**src/design/tkrt_pkg.sv**
```systemverilog
// Shared types, constants and the ranking compare for the top-k ranked table.
`default_nettype none
package tkrt_pkg;

    localparam int DEF_TABLE_DEPTH = 16;

    localparam int SCORE_W = 16;
    localparam int TIME_W  = 16;
    localparam int TAG_W   = 32;
    localparam int INDEX_W = 4;
    localparam int RANK_W  = 5;
    localparam int FILL_W  = 5;
    localparam int ENTRY_W = SCORE_W + TIME_W + TAG_W;

    localparam int IN_DATA_W  = 72;
    localparam int OUT_DATA_W = 80;

    localparam logic ACT_INSERT = 1'b0;
    localparam logic ACT_READ   = 1'b1;

    // Command from the controller to the datapath.
    typedef struct packed {
        logic take_item;
        logic is_read;
    } t_cmd;

    // True if a stored entry stays ahead of a new record: higher score, or equal score
    // with an equal or lower time.
    function automatic logic stays_ahead(
        input logic [SCORE_W-1:0] a_score,
        input logic [TIME_W-1:0]  a_time,
        input logic [SCORE_W-1:0] b_score,
        input logic [TIME_W-1:0]  b_time
    );
        logic res;
        if (a_score != b_score) begin
            res = a_score > b_score;
        end else begin
            res = a_time <= b_time;
        end
        return res;
    endfunction

endpackage
`default_nettype wire

```
**src/design/top_k_ranked_table_insert_core.sv**
```systemverilog
// Top level of the top-k ranked table: keeps up to TABLE_DEPTH records in rank order.
// A result is held in the output register from the cycle after its input transaction is taken.
// One transaction per cycle while the sink keeps up; the compare-and-shift cells place a record in parallel.
// A new transaction is taken while the previous result is being drained by the sink.
// Reset (synchronous, active low) empties the table and the output register; cell contents
// are left as they are and are never read before they are written.
`default_nettype none
module top_k_ranked_table_insert_core #(
    parameter int TABLE_DEPTH = tkrt_pkg::DEF_TABLE_DEPTH
) (
    input  wire logic        i_clk,
    input  wire logic        i_rst_n,
    input  wire logic        s_axis_tvalid,
    output logic             s_axis_tready,
    // score[15:0], time_tenths[31:16], tag[63:32], index[67:64], zeros above
    input  wire logic [tkrt_pkg::IN_DATA_W-1:0]  s_axis_tdata,
    // action[0]
    input  wire logic        s_axis_tuser,
    output logic             m_axis_tvalid,
    input  wire logic        m_axis_tready,
    // accepted[0], rank[5:1], entry_valid[6], entry_score[22:7], entry_time[38:23],
    // entry_tag[70:39], fill_count[75:71], zeros above
    output logic      [tkrt_pkg::OUT_DATA_W-1:0] m_axis_tdata
);

    tkrt_pkg::t_cmd cmd;

    tkrt_ctrl u_ctrl (
        .i_clk       (i_clk),
        .i_rst_n     (i_rst_n),
        .i_in_valid  (s_axis_tvalid),
        .i_action    (s_axis_tuser),
        .i_out_ready (m_axis_tready),
        .o_in_ready  (s_axis_tready),
        .o_out_valid (m_axis_tvalid),
        .o_cmd       (cmd)
    );

    tkrt_datapath #(
        .TABLE_DEPTH (TABLE_DEPTH)
    ) u_datapath (
        .i_clk    (i_clk),
        .i_rst_n  (i_rst_n),
        .i_cmd    (cmd),
        .i_score  (s_axis_tdata[15:0]),
        .i_time   (s_axis_tdata[31:16]),
        .i_tag    (s_axis_tdata[63:32]),
        .i_index  (s_axis_tdata[67:64]),
        .o_result (m_axis_tdata)
    );

endmodule
`default_nettype wire

```
**src/design/tkrt_ctrl.sv**
```systemverilog
// Controller for the top-k ranked table: input acceptance and output register occupancy.
`default_nettype none
module tkrt_ctrl (
    input  wire logic        i_clk,
    input  wire logic        i_rst_n,
    input  wire logic        i_in_valid,
    input  wire logic        i_action,
    input  wire logic        i_out_ready,
    output logic             o_in_ready,
    output logic             o_out_valid,
    output tkrt_pkg::t_cmd   o_cmd
);

    typedef enum logic [1:0] {
        ST_EMPTY = 2'b01,
        ST_FULL  = 2'b10
    } t_state;

    t_state r_state;
    t_state n_state;
    logic   take;

    // A new transaction may enter when the output register is empty or is being drained.
    assign o_in_ready  = (r_state == ST_EMPTY) || i_out_ready;
    assign o_out_valid = (r_state == ST_FULL);
    assign take        = i_in_valid && o_in_ready;

    assign o_cmd.take_item = take;
    assign o_cmd.is_read   = (i_action == tkrt_pkg::ACT_READ);

    always_comb begin
        n_state = r_state;
        unique case (r_state)
            ST_EMPTY: begin
                if (take) n_state = ST_FULL;
            end
            ST_FULL: begin
                if (take) begin
                    n_state = ST_FULL;
                end else if (i_out_ready) begin
                    n_state = ST_EMPTY;
                end
            end
            default: n_state = ST_EMPTY;
        endcase
    end

    always_ff @(posedge i_clk) begin
        if (!i_rst_n) begin
            r_state <= ST_EMPTY;
        end else begin
            r_state <= n_state;
        end
    end

endmodule
`default_nettype wire

```
**src/design/tkrt_datapath.sv**
```systemverilog
// Datapath of the top-k ranked table: compare-and-shift cells, fill count and result register.
`default_nettype none
module tkrt_datapath #(
    parameter int TABLE_DEPTH = tkrt_pkg::DEF_TABLE_DEPTH
) (
    input  wire logic                             i_clk,
    input  wire logic                             i_rst_n,
    input  wire tkrt_pkg::t_cmd                   i_cmd,
    input  wire logic [tkrt_pkg::SCORE_W-1:0]     i_score,
    input  wire logic [tkrt_pkg::TIME_W-1:0]      i_time,
    input  wire logic [tkrt_pkg::TAG_W-1:0]       i_tag,
    input  wire logic [tkrt_pkg::INDEX_W-1:0]     i_index,
    output logic      [tkrt_pkg::OUT_DATA_W-1:0]  o_result
);

    localparam int CW = $clog2(TABLE_DEPTH + 1);
    localparam int PAD_W = tkrt_pkg::OUT_DATA_W - 2 - tkrt_pkg::RANK_W
                         - tkrt_pkg::SCORE_W - tkrt_pkg::TIME_W - tkrt_pkg::TAG_W
                         - tkrt_pkg::FILL_W;

    logic [tkrt_pkg::SCORE_W-1:0] r_cell_score [TABLE_DEPTH];
    logic [tkrt_pkg::TIME_W-1:0]  r_cell_time  [TABLE_DEPTH];
    logic [tkrt_pkg::TAG_W-1:0]   r_cell_tag   [TABLE_DEPTH];
    logic [CW-1:0]                r_count;
    logic [CW-1:0]                n_count;
    logic [tkrt_pkg::OUT_DATA_W-1:0] r_result;
    logic [tkrt_pkg::OUT_DATA_W-1:0] n_result;

    logic [TABLE_DEPTH-1:0] ahead;
    logic [TABLE_DEPTH-1:0] pos_oh;
    logic [CW-1:0]          pos;
    logic                   full;
    logic                   admit;
    logic                   do_insert;
    logic [tkrt_pkg::SCORE_W-1:0] rd_score;
    logic [tkrt_pkg::TIME_W-1:0]  rd_time;
    logic [tkrt_pkg::TAG_W-1:0]   rd_tag;
    logic                   rd_valid;
    logic [tkrt_pkg::RANK_W-1:0]  rank;

    // Every cell compares itself with the new record; valid entries are sorted, so the
    // cells that stay ahead form a prefix and the insert point is the first one that does not.
    always_comb begin
        for (int i = 0; i < TABLE_DEPTH; i++) begin
            ahead[i] = (CW'(i) < r_count) &&
                       tkrt_pkg::stays_ahead(r_cell_score[i], r_cell_time[i], i_score, i_time);
        end
        pos_oh[0] = !ahead[0];
        for (int i = 1; i < TABLE_DEPTH; i++) begin
            pos_oh[i] = !ahead[i] && ahead[i-1];
        end
        pos = '0;
        for (int i = 0; i < TABLE_DEPTH; i++) begin
            if (pos_oh[i]) pos = pos | CW'(i);
        end
    end

    assign full      = (r_count == CW'(TABLE_DEPTH));
    assign admit     = !full || !ahead[TABLE_DEPTH-1];
    assign do_insert = i_cmd.take_item && !i_cmd.is_read && admit;
    assign rank      = tkrt_pkg::RANK_W'(pos + CW'(1));

    // Read port: a select over the cells at the requested position.
    always_comb begin
        rd_score = '0;
        rd_time  = '0;
        rd_tag   = '0;
        for (int i = 0; i < TABLE_DEPTH; i++) begin
            if (int'(i_index) == i) begin
                rd_score = r_cell_score[i];
                rd_time  = r_cell_time[i];
                rd_tag   = r_cell_tag[i];
            end
        end
    end

    always_comb begin
        if (CW > tkrt_pkg::INDEX_W) begin
            rd_valid = (CW'(i_index) < r_count);
        end else begin
            rd_valid = (i_index < tkrt_pkg::INDEX_W'(r_count));
        end
    end

    always_comb begin
        n_count = r_count;
        if (do_insert && !full) n_count = r_count + CW'(1);
    end

    always_comb begin
        n_result = '0;
        n_result[tkrt_pkg::OUT_DATA_W-PAD_W-1 -: tkrt_pkg::FILL_W] =
            tkrt_pkg::FILL_W'(n_count);
        if (i_cmd.is_read) begin
            if (rd_valid) begin
                n_result[6]     = 1'b1;
                n_result[22:7]  = rd_score;
                n_result[38:23] = rd_time;
                n_result[70:39] = rd_tag;
            end
        end else if (admit) begin
            n_result[0]   = 1'b1;
            n_result[5:1] = rank;
        end
    end

    always_ff @(posedge i_clk) begin
        if (!i_rst_n) begin
            r_count <= '0;
        end else if (i_cmd.take_item) begin
            r_count <= n_count;
        end
    end

    always_ff @(posedge i_clk) begin
        if (i_cmd.take_item) r_result <= n_result;
    end

    // Compare-and-shift cells: keep, take the new record, or take the neighbour above.
    always_ff @(posedge i_clk) begin
        if (do_insert) begin
            if (!ahead[0]) begin
                r_cell_score[0] <= i_score;
                r_cell_time[0]  <= i_time;
                r_cell_tag[0]   <= i_tag;
            end
            for (int i = 1; i < TABLE_DEPTH; i++) begin
                if (pos_oh[i]) begin
                    r_cell_score[i] <= i_score;
                    r_cell_time[i]  <= i_time;
                    r_cell_tag[i]   <= i_tag;
                end else if (!ahead[i]) begin
                    r_cell_score[i] <= r_cell_score[i-1];
                    r_cell_time[i]  <= r_cell_time[i-1];
                    r_cell_tag[i]   <= r_cell_tag[i-1];
                end
            end
        end
    end

    assign o_result = r_result;

endmodule
`default_nettype wire
```
**config.mk**
```make
export PLATFORM = sky130hd
export DESIGN_NAME = top_k_ranked_table_insert_core
export DESIGN_NICKNAME = d
export VERILOG_FILES = /design/src/design/tkrt_pkg.sv /design/src/design/top_k_ranked_table_insert_core.sv /design/src/design/tkrt_ctrl.sv /design/src/design/tkrt_datapath.sv
export SDC_FILE = /design/constraint.sdc
export NUM_CORES = 2
export LEC_CHECK = 0
export BUFFER_PORTS_ARGS = -buffer_cell sky130_fd_sc_hd__buf_2
export CORE_ASPECT_RATIO = 0.6
export CORE_MARGIN = 10
export CORE_UTILIZATION = 50
export DETAILED_ROUTE_END_ITERATION = 8
export PLACE_DENSITY = 0.75
export SLEW_MARGIN = 20
export SYNTH_ARGS = -nofsm -noshare
export SYNTH_HDL_FRONTEND = slang
export SYNTH_SLANG_ARGS = --single-unit
```
**constraint.sdc**
```tcl
create_clock -name i_clk -period 18.64 [get_ports i_clk]
set_input_delay 3.728 -clock i_clk [delete_from_list [all_inputs] [get_ports i_clk]]
set_output_delay 3.728 -clock i_clk [all_outputs]
set_load 0.05 [all_outputs]
```
==> flow_summary.toml <==
[run_status]
status = "complete, no violations"

[critical_path]
r2r_cells = 14
critical_path_class = "in -> reg"
path_cells = "buf_2 -> inv_1 -> ha_1 -> nand4_1 -> nor4_1 -> nor3_1 -> a21oi_1 -> a21o_1 -> nand2b_2 -> buf_4 -> nor2b_4 -> buf_4 -> nand2b_4 -> buf_4 -> mux2_2"
cp_max_fo = 50
path_buf_inv = 5
ff2ff_setup_slack_ps = 12540
reg2reg_to = "u_datapath.r_cell_tag[0][175]"
cp_num_cells = 15
endpoint_kind = "flop"
crit_slowest_cell = "a21oi_1"
critPathArrivalTime_ps = 10310
r2r-start = "u_datapath.r_cell_time[15][11]"
required_ps = 19130
crit_path_max_incr_delay_ps = 940
critPathLaunchType = "primary input"
critPathMostFrequentCell = "buf_4"
crit_family = "buffers and inverters"

[power_and_ir_drop]
pwr-share-clk_pct = 35.1
vdd_drop_max_v = 0.0000811
netSwitchingPower_w = 0.00182
combPwrFrac_pct = 16.7
leakage_nw = 25.3
powerDensity_nw_per_um2 = 90.0
seqPwrFrac_pct = 48.2
p_sw_share_pct = 28.7
internal_power_w = 0.00453

[min_path]
hold_path_depth = 2
min_path_type = "reg -> reg"
hp-start = "u_ctrl.r_state[0]"
hold_end = "u_ctrl.r_state[0]"

[floorplanning]
dieArea_um2 = 143000
initial_core_util_pct = 50.5
num_rows = 101
die_y_um = 297
core_area_um2 = 127000
pin_count = 159
die_w_um = 482

[synthesis]
ys.flop_type = "edfxtp_1"
syn_area_per_cell_um2 = 12.8
synth_area_um2 = 64000
yosys.cell_types.count = 83
synth_area_leaders = "edfxtp_1 (52%), mux2_2 (16%), ha_1 (10%)"
synth_compound_area_share_pct = 12.5
synthMuxAreaShare_pct = 16.8
async_reset_ff_share_pct = 0
synth_xor_area_share_pct = 0.0684
ys_seq_elements = 1107
yosysTopAreaCell = "edfxtp_1"
synth_warnings = 0
synth-simple-area-share_pct = 6.03
synth_fa_ha_area_share_pct = 10.2
synth_seq_area_share_pct = 51.8
synth_edf_count = 1100
synth_cells = 5019
synth_top_cell_area_share_pct = 51.6
synth_top_family_by_area = "multiplexers"

[cells_and_area]
postLayoutCoreUtil_pct = 55.7
area_growth_pct = 10.2
final_cell_mix = "edfxtp_1 (1100), mux2_2 (895), ha_1 (520)"
nNetsFinal = 5696
fill_cells = 10200
layout_commonest_cell = "edfxtp_1"
layout-drive-gt1-share_pct = 27.6

[sta]
fin_crit_sh_pct = 52.7
max_freq_mhz = 102
worstMarginPinSlew_ps = 1250
setup_tns_ps = 0
setup_viol = 0
slew-limit-headroom_pct = 16.5
rsz0062_at_grt = "false"
period_minus_slack_ps = 9820
slew_violations = 0
finalHoldViolCount = 0
skew_ps = 49.1

[clock_network]
hold_buffers = 0
cts_tree = "built"
path_clk_slew_ps = 70
root_buffer = "clkbuf_16"
clock_sinks = 1107
clk_latency_ps = 770
cts_made_buffers = 106
postCtsSetupBuffers = 0
clk_path_buf_depth = 3
htreeDepth = 3
cts_resized = 0

[routing]
drcViolationCount = 0
firstDrtPassIters = 7
drt_wl_total_um = 225000
routedWlPerCell_um = 32.6
routed_via_density = 7.00
vias = 48300
ant_nets = 0
drt_iter0_drc = 8856

[global_routing]
grt_use_total_pct = 30.1
grt_antenna_before_repair = 20
grt_pass1_vias = 45500
grt_pass1_wl_um = 320000
grt_max_degree = 68
grt_overflow_total = 0

[place]
dp_hpwl_um = 159000
io_buffers = 150
gp_congestion = 1.01

[job]
maxCapViolations = 0
[per-stage QoR]
stage	instance area, um^2	worst slack [ps]	hold WS, ps	std cells	power, W
floorplan	64000	7970	483	5022	0.00374
global placement	66900	8420	510	6685	0.00407
detailed placement	67000	8700	531	6688	0.00412
CTS	70500	9480	552	6886	0.00630
global route	70500	8950	581	6895	0.00652
finish	70500	8820	544	6901	0.00635
[how the worst max path moves through the flow]
| stage | from | endpoint | slack, ps |
|---|---|---|---|
| after floorplan | m_axis_tready | u_datapath.r_cell_score[6][0] | 7970 |
| final | s_axis_tdata[30] | u_datapath.r_cell_tag[0][175] | 8820 |
| after CTS | s_axis_tdata[30] | u_datapath.r_cell_tag[0][175] | 9480 |
| after global routing | s_axis_tdata[30] | u_datapath.r_cell_tag[0][175] | 8950 |
| after detailed placement | s_axis_tdata[30] | u_datapath.r_cell_tag[0][178] | 8700 |
| after global placement | s_axis_tdata[30] | u_datapath.r_cell_tag[1][223] | 8420 |
[cells by family (layout without fill, tap and decap cells)]
kind of cell / count (synthesis) / after routing
compound gates: 1218 / 1218
flops: 1107 / 1107
mux: 940 / 940
simple gates: 812 / 812
fa+ha+maj: 520 / 520
buf+inv: 416 / 583
xor+xnor: 5 / 5
other cells: 1 / 17
[routing by layer]
| layer | track usage [%] | up-vias | routed length (um) |
|---|---|---|---|
| met1 | 45.9 | 23700 | 93100 |
| li1 | - | 20200 | - |
| met3 | 14.3 | 420 | 42900 |
| met5 | 0 | - | 80 |
| met4 | 7.41 | 12 | 5790 |
| met2 | 37.4 | 3949 | 82800 |
[registers in the layout (all words and copies together), names as in the netlist]
register	cells
u_datapath.r_cell_tag	512
u_datapath.r_cell_score	256
u_datapath.r_cell_time	256
u_ctrl.r_state	2
u_datapath.r_count	5
u_datapath.o_result	76
[worst min-delay path, delay by kind of cell (launching register included)]
kind | cells | cell delay [ps]
AND/OR/NAND/NOR | 1 | 60
AO/OA/AOI/OAI | 1 | 100
flip-flops | 1 | 350
[power groups by stage]
stage,Clock [W],Sequential (W),Combinational (W)
global route,0.00233,0.00307,0.00112
floorplan,0,0.00312,0.000622
finish,0.00223,0.00306,0.00106
global placement,0,0.00309,0.000977
CTS,0.00223,0.00305,0.00102
detailed placement,0,0.00310,0.00101
[cells in the mapped netlist (all sizes together), types with 12 or more instances]
| cell type | n |
|---|---|
| inv | 99 |
| mux2 | 895 |
| a21oi | 223 |
| ha | 520 |
| o21ai | 379 |
| mux4 | 17 |
| o22ai | 44 |
| and3 | 26 |
| a211o | 14 |
| a22o | 20 |
| and4 | 16 |
| a221oi | 18 |
| mux2i | 28 |
| nand3 | 59 |
| nor3 | 38 |
| o21a | 27 |
| nand2b | 22 |
| a2111oi | 23 |
| a211oi | 30 |
| nor2 | 166 |
| o211ai | 28 |
| a31oi | 30 |
| buf | 108 |
| nand2 | 300 |
| a21o | 54 |
| o221ai | 80 |
| a22oi | 131 |
| nor2b | 35 |
| edfxtp | 1100 |
| a222oi | 55 |
| nand4 | 104 |
| clkbuf | 209 |
| and2 | 12 |
[cell type report]
| type | count | area [um^2] | share of cell area [%] |
|---|---|---|---|
| flip-flops and latches | 1107 | 33200 | 47.0 |
| multi-input cells | 3499 | 29500 | 41.8 |
| clock buffers | 122 | 2730 | 3.87 |
| well taps | 1699 | 2130 | 3.01 |
| repair buffers | 286 | 1870 | 2.65 |
| clock inverters | 76 | 716 | 1.01 |
| inverters | 99 | 378 | 0.536 |
| diodes | 13 | 32.5 | 0.0461 |
(Power assumes the default switching activity.)
